[config.mk]
export PLATFORM = sky130hd
export DESIGN_NAME = ipv4_text_parse_private_check_core
export DESIGN_NICKNAME = d
export VERILOG_FILES = /design/src/sv/ipv4tp_pkg.sv /design/src/sv/ipv4tp_parse.sv /design/src/sv/ipv4_text_parse_private_check_core.sv
export SDC_FILE = /design/constraint.sdc
export NUM_CORES = 1
export LEC_CHECK = 0
export ABC_AREA = 1
export BUFFER_PORTS_ARGS = -buffer_cell sky130_fd_sc_hd__buf_2
export CORE_MARGIN = 1
export CORE_UTILIZATION = 35
export CTS_BUF_LIST = sky130_fd_sc_hd__clkbuf_16
export CTS_CLUSTER_SIZE = 12
export DETAILED_ROUTE_END_ITERATION = 8
export PLACE_DENSITY = 0.55
export SETUP_SLACK_MARGIN = 0.3
export SLEW_MARGIN = 0
export SYNTH_ARGS = -nofsm -noshare
export SYNTH_HDL_FRONTEND = slang
export SYNTH_SLANG_ARGS = --single-unit
[constraint.sdc]
create_clock -name clk -period 2.65 [get_ports clk]
set_input_delay 0.1325 -clock clk [delete_from_list [all_inputs] [get_ports clk]]
set_output_delay 0.1325 -clock clk [all_outputs]
set_load 0.1 [all_outputs]
[src/sv/ipv4tp_pkg.sv]
// Shared types, character codes and range checks for the IPv4 text parser.
package ipv4tp_pkg;

	localparam int CHAR_W   = 8;
	localparam int OCTET_W  = 10;
	localparam int ADDR_W   = 32;
	localparam int DCOUNT_W = 2;
	localparam int DOTS_W   = 3;
	localparam int OUT_W    = 40;

	localparam logic [CHAR_W-1:0]  CHAR_DOT  = 8'h2E;
	localparam logic [CHAR_W-1:0]  CHAR_ZERO = 8'h30;
	localparam logic [CHAR_W-1:0]  CHAR_NINE = 8'h39;
	localparam logic [OCTET_W-1:0] OCTET_MAX = 10'd255;
	localparam logic [DCOUNT_W-1:0] DIGITS_MAX = 2'd3;
	localparam logic [DOTS_W-1:0]  DOTS_SAT  = 3'd4;
	localparam logic [DOTS_W-1:0]  DOTS_NEED = 3'd3;

	localparam logic [7:0] NET_A_OCT1    = 8'd10;
	localparam logic [7:0] NET_B_OCT1    = 8'd172;
	localparam logic [7:0] NET_B_OCT2_LO = 8'd16;
	localparam logic [7:0] NET_B_OCT2_HI = 8'd31;
	localparam logic [7:0] NET_C_OCT1    = 8'd192;
	localparam logic [7:0] NET_C_OCT2    = 8'd168;
	localparam logic [7:0] LOOPBACK_OCT1 = 8'd127;

	typedef struct packed {
		logic              is_private;
		logic [ADDR_W-1:0] address_value;
		logic              is_valid;
	} result_t;

	function automatic logic private_range(input logic [ADDR_W-1:0] addr);
		logic [7:0] o1;
		logic [7:0] o2;
		o1 = addr[31:24];
		o2 = addr[23:16];
		return (o1 == NET_A_OCT1) ||
			(o1 == NET_B_OCT1 && o2 >= NET_B_OCT2_LO && o2 <= NET_B_OCT2_HI) ||
			(o1 == NET_C_OCT1 && o2 == NET_C_OCT2) ||
			(o1 == LOOPBACK_OCT1);
	endfunction

endpackage

[src/sv/ipv4tp_parse.sv]
// Per-character parse state and end-of-string result for the IPv4 text parser.
module ipv4tp_parse
	import ipv4tp_pkg::*;
(
	input  logic              clk,
	input  logic              arst_n,
	input  logic              step,
	input  logic [CHAR_W-1:0] char_code,
	input  logic              last_char,
	output result_t           result
);

	logic [OCTET_W-1:0]  octet_q, octet_n;
	logic [DCOUNT_W-1:0] digits_q, digits_n;
	logic [DOTS_W-1:0]   dots_q, dots_n;
	logic [ADDR_W-1:0]   addr_q, addr_n;
	logic                err_q, err_n;

	logic                is_dot, is_digit, err_f;
	logic [13:0]         times_ten;
	logic [ADDR_W-1:0]   addr_f;
	logic                valid_f;

	assign is_dot   = (char_code == CHAR_DOT);
	assign is_digit = (char_code >= CHAR_ZERO) && (char_code <= CHAR_NINE);
	assign times_ten = {1'b0, octet_q, 3'b000} + {3'b000, octet_q, 1'b0}
		+ {10'd0, char_code[3:0]};

	always_comb begin
		octet_n  = octet_q;
		digits_n = digits_q;
		dots_n   = dots_q;
		addr_n   = addr_q;
		err_n    = err_q;
		if (!err_q) begin
			if (is_dot) begin
				if (dots_q < DOTS_SAT)
					dots_n = dots_q + 3'd1;
				if (dots_n > DOTS_NEED || octet_q > OCTET_MAX)
					err_n = 1'b1;
				addr_n   = {addr_q[ADDR_W-9:0], octet_q[7:0]};
				octet_n  = '0;
				digits_n = '0;
			end else if (digits_q >= DIGITS_MAX || !is_digit) begin
				err_n = 1'b1;
			end else begin
				octet_n  = times_ten[OCTET_W-1:0];
				digits_n = digits_q + 2'd1;
			end
		end
	end

	// final octet closes on the string end
	always_comb begin
		err_f   = err_n || (octet_n > OCTET_MAX);
		addr_f  = {addr_n[ADDR_W-9:0], octet_n[7:0]};
		valid_f = !err_f && (dots_n == DOTS_NEED);
		result.is_valid      = valid_f;
		result.address_value = valid_f ? addr_f : '0;
		result.is_private    = valid_f && private_range(addr_f);
	end

	always_ff @(posedge clk or negedge arst_n) begin
		if (!arst_n) begin
			octet_q  <= '0;
			digits_q <= '0;
			dots_q   <= '0;
			addr_q   <= '0;
			err_q    <= 1'b0;
		end else if (step) begin
			if (last_char) begin
				octet_q  <= '0;
				digits_q <= '0;
				dots_q   <= '0;
				addr_q   <= '0;
				err_q    <= 1'b0;
			end else begin
				octet_q  <= octet_n;
				digits_q <= digits_n;
				dots_q   <= dots_n;
				addr_q   <= addr_n;
				err_q    <= err_n;
			end
		end
	end

endmodule

[src/sv/ipv4_text_parse_private_check_core.sv]
// Top level of the IPv4 dotted-decimal parser with private-range check.
// Input stream: one ASCII character per request on s_axis_tdata, with
// s_axis_tlast high on the final character of the address string.
// Output stream: one request per string, issued for its final character,
// carrying is_valid, the 32-bit address (first octet in the top byte, zero
// when invalid) and is_private.
// Timing: a character sits in an input register, where the parse state and
// the end-of-string result are formed; the result is then held in an output
// register. One character is taken every cycle while s_axis_tready is high,
// limited only by the input register and the output register.
// Reset: arst_n clears the parse state and both valid flags; the next
// character starts a new string.
// Stall: while m_axis_tready is low, a held result stays put and
// characters keep flowing until another final character reaches the input
// register; it then waits there and s_axis_tready drops.
module ipv4_text_parse_private_check_core
	import ipv4tp_pkg::*;
(
	input  logic              clk,
	input  logic              arst_n,
	input  logic              s_axis_tvalid,
	output logic              s_axis_tready,
	input  logic [CHAR_W-1:0] s_axis_tdata,  // [7:0] char_code
	input  logic              s_axis_tlast,  // last_char
	output logic              m_axis_tvalid,
	input  logic              m_axis_tready,
	output logic [OUT_W-1:0]  m_axis_tdata   // [0] is_valid, [32:1] address_value,
	                                         // [33] is_private, [39:34] zero
);

	logic              valid_s1;
	logic [CHAR_W-1:0] char_s1;
	logic              last_s1;
	logic              out_free, go_s1;
	result_t           result;
	result_t           result_q;
	logic              out_valid_q;

	assign out_free      = !out_valid_q || m_axis_tready;
	assign go_s1         = valid_s1 && (!last_s1 || out_free);
	assign s_axis_tready = !valid_s1 || go_s1;

	always_ff @(posedge clk or negedge arst_n) begin
		if (!arst_n) begin
			valid_s1 <= 1'b0;
		end else if (s_axis_tready) begin
			valid_s1 <= s_axis_tvalid;
		end
	end

	always_ff @(posedge clk) begin
		if (s_axis_tready && s_axis_tvalid) begin
			char_s1 <= s_axis_tdata;
			last_s1 <= s_axis_tlast;
		end
	end

	ipv4tp_parse u_parse (
		.clk       (clk),
		.arst_n    (arst_n),
		.step      (go_s1),
		.char_code (char_s1),
		.last_char (last_s1),
		.result    (result)
	);

	always_ff @(posedge clk or negedge arst_n) begin
		if (!arst_n) begin
			out_valid_q <= 1'b0;
		end else if (out_free) begin
			out_valid_q <= go_s1 && last_s1;
		end
	end

	always_ff @(posedge clk) begin
		if (out_free && go_s1 && last_s1)
			result_q <= result;
	end

	assign m_axis_tvalid = out_valid_q;
	assign m_axis_tdata  = {{(OUT_W - $bits(result_t)){1'b0}}, result_q};

endmodule
# --- Word level (Yosys, flattened, before mapping) ---
# Index checks and enable logic that the tools add are counted.
totals:
  regBits: 85
  latchBits: 0
  ram_bits: 0
  mem_bits_ro: 0
  input_bits: 13
  out_inout_bits: 42
  wordCells: 82
  mem_count: 0
classes:
  add_sub_neg: 4
  n_mul: 0
  n_div: 0
  n_lt_le_gt_ge: 9
  eq_ne: 9
  n_shift: 0
  mux: 22
  bitwise_logic: 0
  n_reduce_logical: 26
op_table:
  columns: ["op", "n"]
  rows:
  - ["$mux W24", 3]
  - ["$mux W10", 4]
  - ["$eq A8 B8 Y1 const B", 3]
  - ["$gt A10 B8 Y1 const B", 2]
  - ["$mux W3", 6]
  - ["$logic_and A1 B1 Y1", 11]
  - ["$add A10 B10 Y10", 1]
  - ["$add A10 B4 Y10", 1]
  - ["$logic_or A1 B1 Y1", 9]
  - ["$eq A8 B4 Y1 const B", 1]
  - ["$eq A8 B6 Y1 const B", 1]
  - ["$eq A8 B7 Y1 const B", 1]
  - ["$ge A8 B5 Y1 const B", 1]
  - ["$ge A8 B6 Y1 const B", 1]
  - ["$le A8 B5 Y1 const B", 1]
  - ["$le A8 B6 Y1 const B", 1]
  - ["$mux W2", 4]
  - ["$logic_not A1 Y1", 5]
  - ["$mux W1", 5]
  - ["$add A3 B1 Y3 const B", 1]
  - ["$eq A3 B2 Y1 const B", 1]
  - ["$gt A3 B2 Y1 const B", 1]
  - ["$lt A3 B3 Y1 const B", 1]
  - ["$ne A3 B2 Y1 const B", 1]
  - ["4 further kinds", 4]

# --- Depth between registers and ports, before layout ---
# Gate-level depths: netlist of the first run.
logic_depth:
  depth_word: 13
  depth_mapped: 14
  ltp_nobuf: 13

# --- Hierarchy ---
# A second synthesis of the first run with hierarchy kept.
hier_totals:
  cells_unflattened: 483
  hier_area_um2: 4520.6
by_module_without_submodules:
  columns: ["module", "instances", "cells_per_inst", "area_each_um2", "seq_area_each_um2"]
  rows:
  - ["ipv4tp_parse", 1, 418, 3070.4, 1001.0]
  - ["ipv4_text_parse_private_check_core", 1, 65, 1450.1, 1341.3]

# --- Worst setup path after synthesis of the first run ---
# Ideal clock, no wire load.
synth_path:
  path_kind: "reg-to-reg"
  startpoint: "register out_valid_q, in the netlist m_axis_tvalid"
  endpoint: "register char_s1[0] (enable)"
  setup_time_ns: 0.285
  arrival_ns: 2.610
  required_ns: 2.365
  setup_slack_ns: -0.245
  path_stages_with_launch: 4
  path_buffers: 0
  period_less_slack_ns: 2.895
  path_cell_list: "dfrtp_1 nand4_1 nand2_1 inv_1"
synth_via:
  elab_chain_cells: 6
synth_lines:
  columns: ["item", "line", "rtl"]
  rows:
  - ["from (decl)", "ipv4_text_parse_private_check_core.sv:37", "logic out_valid_q;"]
  - ["from (signal assigned)", "ipv4_text_parse_private_check_core.sv:71", "out_valid_q <= go_s1 && last_s1;"]
  - ["$logic_not A1 Y1", "ipv4_text_parse_private_check_core.sv:39", "assign out_free = !out_valid_q || m_axis_tready;"]
  - ["$logic_or A1 B1 Y1", "ipv4_text_parse_private_check_core.sv:39", null]
  - ["$logic_or A1 B1 Y1", "ipv4_text_parse_private_check_core.sv:40", "assign go_s1 = valid_s1 && (!last_s1 || out_free);"]
  - ["$logic_and A1 B1 Y1", "ipv4_text_parse_private_check_core.sv:40", null]
  - ["$logic_or A1 B1 Y1", "ipv4_text_parse_private_check_core.sv:41", "assign s_axis_tready = !valid_s1 || go_s1;"]
  - ["named net s_axis_tready", "ipv4_text_parse_private_check_core.sv:22", "output logic s_axis_tready,"]
  - ["$logic_and A1 B1 Y1", "ipv4_text_parse_private_check_core.sv:52", "if (s_axis_tready && s_axis_tvalid) begin"]
  - ["to (signal assigned)", "ipv4_text_parse_private_check_core.sv:53", "char_s1 <= s_axis_tdata;"]
  - ["to (decl)", "ipv4_text_parse_private_check_core.sv:32", "logic [CHAR_W-1:0] char_s1;"]
# The timed path passes the listed nets, and every way through them passes these cells.
# A chain may end at the register's enable or synchronous reset.

# --- Worst setup path in the final report of the first run ---
layout_path:
  startpoint: "register char_s1[2]"
  endpoint: "register result_q (netlist bit m_axis_tdata[3]) (data pin)"
layout_via:
  elab_chain_cells: 11
  word_cells_on_any_way: 20
  cone_classes: "1 x add/sub; 3 x order compare; 2 x eq/ne; 8 x mux; 6 x reduce/logical"
layout_lines:
  columns: ["item", "line", "rtl"]
  rows:
  - ["$ge A8 B6 Y1 or $le A8 B6 Y1 (tied branches)", "ipv4tp_parse.sv:25", "assign is_digit = (char_code >= CHAR_ZERO) && (char_code <= CHAR_NINE);"]
  - ["$logic_and A1 B1 Y1", "ipv4tp_parse.sv:25", null]
  - ["$logic_not A1 Y1", "ipv4tp_parse.sv:44", "end else if (digits_q >= DIGITS_MAX || !is_digit) begin"]
  - ["$logic_or A1 B1 Y1", "ipv4tp_parse.sv:44", null]
  - ["$mux W10", "ipv4tp_parse.sv:44", null]
  - ["$mux W10", "ipv4tp_parse.sv:36", "if (is_dot) begin"]
  - ["$mux W10", "ipv4tp_parse.sv:35", "if (!err_q) begin"]
  - ["$gt A10 B8 Y1", "ipv4tp_parse.sv:55", "err_f = err_n || (octet_n > OCTET_MAX);"]
  - ["$logic_or A1 B1 Y1", "ipv4tp_parse.sv:55", null]
  - ["$logic_not A1 Y1", "ipv4tp_parse.sv:57", "valid_f = !err_f && (dots_n == DOTS_NEED);"]
  - ["$logic_and A1 B1 Y1", "ipv4tp_parse.sv:57", null]
  - ["to (signal assigned)", "ipv4_text_parse_private_check_core.sv:77", "result_q <= result;"]
  - ["to (decl)", "ipv4_text_parse_private_check_core.sv:36", "result_t result_q;"]
# Several ways; a longest one is shown, not always the timed one.

==> out/metrics.cfg, run 1 <==
[outcome]
status=completed

[grt]
track_usage=0.175
grt_max_degree=37
grt_pass1_wl_mm=17.8
grt_pass1_vias=3570
antenna_found_initial=0
globalRouteOverflowTotal=0

[floorplanning]
die_y_um=116
start_util=0.359
num_rows=41
dieArea_sq_um=13400
die_x_um=116
core-area_sq_um=12600
io_pins=55

[sta]
fmax_mhz=390
finalClockSkew_ns=0.00668
slew_headroom=0.473
hold_violations=0
worst_slack_ns=0.0838
fin_crit_ns=2.57
rsz0062_at_grt=true
worstMarginPinSlew_ns=0.790
finalSetupViolations=0
drv_slew=0
min_period_over_period=0.968

[setup_path]
path_cells=ha_1 > ha_2 > inv_2 > fa_2 > nand3b_1 > nand2_2 > nand3_2 > nand2_1 > nand2_1 > nand3_2 > a21boi_4 > nand3_4 > buf_12 > nor2_2
crit_type=flop to flop
arrival_ns=2.66
worst-path-buf-inv=2
slowest_stage=edfxtp_1
r2r_setup_slack_ns=0.08
crit_path_start_kind=flop
path_max_fanout=20
cp_top_family=adder cells
slowest_delay_ns=0.40
crit_path_end_kind=flop
worstPathRequired_ns=2.74

[synth]
syn_inst=494
ys.warnings.count=0
synth_seq_cells=85
ys_types=38
ys_seq_area_frac=0.517
syn_area_per_cell_sq_um=9.16
synthesis.area_sq_um=4530

[run]
drv_cap=0

[route]
first_iter_violations=217
routed_wl_mm=10.8
ant_nets=0
wire_per_inst_um=14.4
drt-vias-per-instance=4.78
vias=3578
drcViolationCount=0
dr.pass1.iters=4

[power]
p_per_area_nw_per_um2=579
p_int_uw=2340
switching_share=0.283
power_switching_uw=923
seq_power_share=0.446
power_frac_comb=0.144
leakage_uw=0.00250
power_frac_clock=0.410
ir_worst_vdd_v=0.000442
power_uw=3270

[clock_network]
cts_root_buffer=clkbuf_16
clkTransAtPathRegs_ns=0.06
cts_made_buffers=9
clk_latency_ns=0.34
h-tree-depth=3
clock_sinks=85
cts.path.max_buffers=2
cts_tree=built

[finish]
n_antenna_cell=0
fin_area_sq_um=5650
regArea_sq_um=2350
layout-drive-gt1-share=0.278
final_util=0.447
fin_nets=602
nFillCells=1270
multi_input_area_sq_um=1910
syn_to_final_growth_pct=24.7

[placement]
gp_congestion=0.849
dpl.hpwl_mm=7.34
placed_area_sq_um=5050
dp_slack_ns=-0.0908
numPortBuffers=48

[hold_path]
min_path_type=input pin to flop

## logic make-up (layout without fill, tap and decap cells)
| logic type | count (synthesis) | count (layout) | share of synthesized area |
|---|---|---|---|
| compound gates | 80 | 80 | 0.105 |
| xor+xnor | 2 | 2 | 0.00387 |
| fa+ha+maj | 18 | 18 | 0.0531 |
| buf+inv | 94 | 171 | 0.0923 |
| flops | 85 | 85 | 0.517 |
| other cells | 1 | 6 | 0.000828 |
| simple gates | 214 | 214 | 0.227 |
## worst paths after layout
| check | to | startpoint | depth (start not counted) |
|---|---|---|---|
| min in group asynchronous | u_parse.addr_q[2] | arst_n | 2 |
| max in group asynchronous | u_parse.addr_q[18] | arst_n | 3 |
| hold / removal | valid_s1 | s_axis_tvalid | 3 |
| setup / recovery | m_axis_tdata[3] | char_s1[2] | 14 |
| setup reg to reg | m_axis_tdata[3] | char_s1[2] | 14 |
| hold reg to reg | u_parse.addr_q[22] | u_parse.addr_q[22] | 2 |
## per-stage QoR
step	instances	setup TNS, ns	hold slack (ns)
floorplan	499	0	-0.163
global placement	716	-0.239	0.263
detailed placement	716	-1.48	0.263
CTS	744	0	0.0264
global route	748	-0.603	0.0404
finish	748	0	0.0293
## power groups by stage
stage	clock network [uW]	registers, uW	logic, uW
after floorplan	0	1660	172
after global placement	0	1480	448
after detailed placement	0	1480	450
after CTS	1370	1460	465
after global routing	1420	1460	499
final	1340	1460	469
## cell usage in the layout (no fill, tap or decap), types with 21 or more instances in the layout
cell,n
nand2_1,115
buf_2,48
nor2_2,30
dfrtp_1,41
inv_1,63
buf_4,24
o21ai_0,21
edfxtp_1,43
o22ai_1,31
nand4_1,22
## synth_stat cells
library cell	n	area [sq um]
a21oi_1	12	60.1
a22o_1	1	8.76
buf_6	3	33.8
buf_4	9	67.6
conb_1	1	3.75
dfrtp_1	42	1050
or2_2	2	12.5
nor2_4	3	33.8
o21ai_1	1	5.00
a32o_1	1	10.0
buf_1	1	3.75
clkbuf_1	6	22.5
nand4_1	22	138
a211oi_1	2	15.0
fa_1	2	40.0
inv_2	2	7.51
nand3b_1	2	15.0
buf_2	7	35.0
o21ai_0	22	110
nand2_1	117	439
a21boi_1	3	22.5
o22ai_1	32	200
edfxtp_1	43	1290
nand3_1	15	75.1
nor4_1	1	6.26
a21o_1	1	7.51
xor2_1	1	8.76
nand3_4	2	35.0
nor2_2	31	194
inv_1	66	248
nand2_2	3	18.8
o211ai_1	1	7.51
o21a_1	1	7.51
ha_1	16	200
nor2_1	15	56.3
nor3_1	1	5.00
xnor2_1	1	8.76
a22oi_1	3	22.5
## routing by layer
layer	share of wire	GRT usage	wire length (um)	up-vias
li1	-	-	-	1804
met1	0.45	0.223	4890	1653
met2	0.47	0.286	5110	101
met3	0.052	0.0486	558	20
met4	0.021	0.0564	225	0
met5	0	0	0	-
## registers in the layout, indices dropped and copies added (netlist names)
name / cells
char_s1: 8
last_s1: 1
m_axis_tdata: 34
m_axis_tvalid: 1
u_parse.addr_q: 24
u_parse.digits_q: 2
u_parse.dots_q: 3
u_parse.err_q: 1
u_parse.octet_q: 10
valid_s1: 1
## timing repair
item / 4_1_cts / 5_1_grt
hold buffers: 10 / 0
setup endpoints to repair: 34 / 39
hold endpoints to repair: 40 / 0
buffers inserted: 2 / 4
pin swaps: 1 / 4
resized for setup: 17 / 15
## tightest hold or removal path: stages
cell and delay (ns):
buf_2 0.07, nand2_1 0.07, nand2_1 0.06
## layout make-up
cell class / count / share of cell area
Inverter: 68 / 0.0452
Clock buffer: 9 / 0.0399
Tap cell: 172 / 0.0381
Timing Repair Buffer: 87 / 0.107
Multi-Input combinational cell: 320 / 0.339
Clock inverter: 7 / 0.0160
Sequential cell: 85 / 0.415
Note: power is estimated with default switching activity, not from simulation.
==> run 2, diff against run 1 <==
--- a/config.mk
+++ b/config.mk
@@ -5,14 +5,13 @@
 export SDC_FILE = /design/constraint.sdc
 export NUM_CORES = 1
 export LEC_CHECK = 0
-export ABC_AREA = 1
 export BUFFER_PORTS_ARGS = -buffer_cell sky130_fd_sc_hd__buf_2
 export CORE_MARGIN = 1
 export CORE_UTILIZATION = 35
 export CTS_BUF_LIST = sky130_fd_sc_hd__clkbuf_16
 export CTS_CLUSTER_SIZE = 12
 export DETAILED_ROUTE_END_ITERATION = 8
-export PLACE_DENSITY = 0.55
+export PLACE_DENSITY_LB_ADDON = 0.05
 export SETUP_SLACK_MARGIN = 0.3
 export SLEW_MARGIN = 0
 export SYNTH_ARGS = -nofsm -noshare
==> out/metrics.cfg, run 2 <==
[sta]
worst_slack_ns=-0.220
fin_crit_ns=2.87
hold-worst-slack_ns=0.351
fmax_mhz=348
min_period_over_period=1.08
setup-tns-final_ns=-6.40
hold_violations=0
drv_slew=0
rsz0062_at_grt=true
finalSetupViolations=34
slew_headroom=0.317
worstMarginPinSlew_ns=1.02
finalClockSkew_ns=0.00491

[finish]
layout-drive-gt1-share=0.345
nFillCells=1191
fin_nets=498
n_antenna_cell=0
final_common_cell=buf_2
final_cell_mix=buf_2, edfxtp_1, dfrtp_1, buf_4, nor3_2
largest_reg_flops=34
syn_to_final_growth_pct=28.5

[clock_network]
cts.path.max_buffers=2
h-tree-depth=3
clkTransAtPathRegs_ns=0.06
cts_root_buffer=clkbuf_16
cts_tree=built
clock_sinks=85
clk_latency_ns=0.34
cts_made_buffers=9

[synth]
syn_area_per_cell_sq_um=11.9
synthesis.area_sq_um=4490
synthTopCellsByArea=edfxtp_1, dfrtp_1, nor3_2, a22o_1, mux2i_1
synth_edf_count=43
syn_inst=378
synth_seq_cells=85
async_flop_share=0.494
synthFlopType=edfxtp_1
synth_largest_area_cell=edfxtp_1
yosysTopAreaCellShare=0.288
ys_seq_area_frac=0.522
ys_types=54
ys_top_cells_by_count=edfxtp_1, dfrtp_1, nor3_2
synth.most_common_cell=edfxtp_1
ys.warnings.count=0

[setup_path]
crit_path_start_kind=flop
crit_type=flop to flop
slowest_delay_ns=0.59
arrival_ns=2.96
path_max_fanout=6
slowest_stage=fa_2
worstPathRequired_ns=2.74
path_cells=inv_2 > fa_2 > inv_2 > ha_4 > a21oi_2 > nand4b_1 > buf_4 > a21oi_4 > o32ai_4 > a31oi_4 > buf_12 > buf_12 > nor2_1
crit_path_end_kind=flop

[grt]
grt_max_degree=36
grt_pass1_vias=3221
track_usage=0.177
antenna_found_initial=0
grt_pass1_wl_mm=17.5
globalRouteOverflowTotal=0

[power]
ir_worst_vdd_v=0.000314
p_per_area_nw_per_um2=605
leakage_uw=0.00228

[route]
first_iter_violations=170
routed_wl_mm=10.7
drt-vias-per-instance=5.13
wire_per_inst_um=16.6
drcViolationCount=0
ant_nets=0
dr.pass1.iters=4
vias=3301

[floorplanning]
die_x_um=115
dieArea_sq_um=13300
die_y_um=115
start_util=0.357
core-area_sq_um=12600
io_pins=55
num_rows=41

[placement]
numPortBuffers=48
gp_congestion=0.812
dpl.hpwl_mm=7.47

[run]
drv_cap=0

[hold_path]
min_path_type=input pin to async pin

[outcome]
violations=negative setup slack
status=complete, but fails checks

[run 2: changes by cell type after synthesis, moves of 6 or more]
cell and change:
inv_1 -56, nand2_1 -98, a21oi_1 +6, nand4_1 -20, nand3_1 -8, o22ai_1 -31, nor3_2 +29, nor2_2 -31
a22o_1 +24, mux2i_1 +21
[run 2: per-stage QoR]
stage / setup WS, ns / total power [uW] / instances / cell area [sq um] / utilization
after floorplan: -0.0371 / 2010 / 383 / 4560 / -
after global placement: -0.204 / 2200 / 609 / 5180 / 0.412
after detailed placement: -0.246 / 2210 / 609 / 5180 / 0.412
after CTS: -0.172 / 3520 / 644 / 5750 / 0.457
after global routing: -0.371 / 3640 / 644 / 5770 / 0.459
final: -0.220 / 3490 / 644 / 5770 / 0.459
[run 2: where the power goes]
| part | internal, uW | total, uW | switching [uW] | leakage [uW] |
|---|---|---|---|---|
| combinational | 268 | 773 | 505 | 0.00114 |
| sequential | 1450 | 1500 | 43.9 | 0.000993 |
| clock | 716 | 1220 | 503 | 0.000139 |
[run 2: worst paths after layout]
path                                      from                  end  slack (ns)  depth (start not counted)
max reg2reg                 u_parse.octet_q[0]      m_axis_tdata[0]       -0.22                         13
min reg2reg                u_parse.digits_q[1]  u_parse.digits_q[1]        0.53                          2
max in group asynchronous               arst_n    u_parse.addr_q[2]        1.60                          3
min                                     arst_n        m_axis_tvalid        0.35                          2
max                         u_parse.octet_q[0]      m_axis_tdata[0]       -0.22                         13
min in group clk               s_axis_tdata[1]           char_s1[1]        0.50                          2
[run 2: what timing repair did]
action | 4_1_cts | 5_1_grt
hold buffers | 12 | 0
setup buffers | 6 | 0
pin swaps | 9 | 5
setup endpoints to repair | 37 | 38
hold endpoints to repair | 34 | 0
gates resized for setup | 18 | 5
cloned | 1 | 0
[run 2: per-layer routing]
metal,wire [um],GRT usage,vias to the layer above,share of wire
met5,0,0,-,0
met4,161,0.0667,0,0.015
met3,300,0.0274,12,0.028
met2,5290,0.299,57,0.49
met1,4950,0.229,1627,0.46
li1,-,-,1605,-
[run 2: cell type report]
type                            count  area (sq um)  share of cell area
Clock buffer                        9           225              0.0390
Clock inverter                      7          60.1              0.0104
Inverter                           11          41.3             0.00716
Multi-Input combinational cell    256          2070               0.360
Sequential cell                    85          2350               0.407
Tap cell                          172           215              0.0373
Timing Repair Buffer              104           806               0.140
[run 2: logic make-up (layout without fill, tap and decap cells)]
group,count (synthesis),after routing,share of synthesized area
AO/OA/AOI/OAI,88,88,0.141
other,1,6,0.000836
adder cells (fa/ha/maj),18,18,0.0535
AND/OR/NAND/NOR,119,119,0.180
buffers and inverters,42,131,0.0485
XOR/XNOR,4,4,0.00781
multiplexers,21,21,0.0468
flip-flops,85,85,0.522
[run 2: critical path: cells and delay by family, from the launching register on]
family	cells	cell delay (ns)
fa+ha+maj	2	0.85
flops	1	0.37
simple gates	2	0.23
buf+inv	5	0.57
compound gates	4	0.59
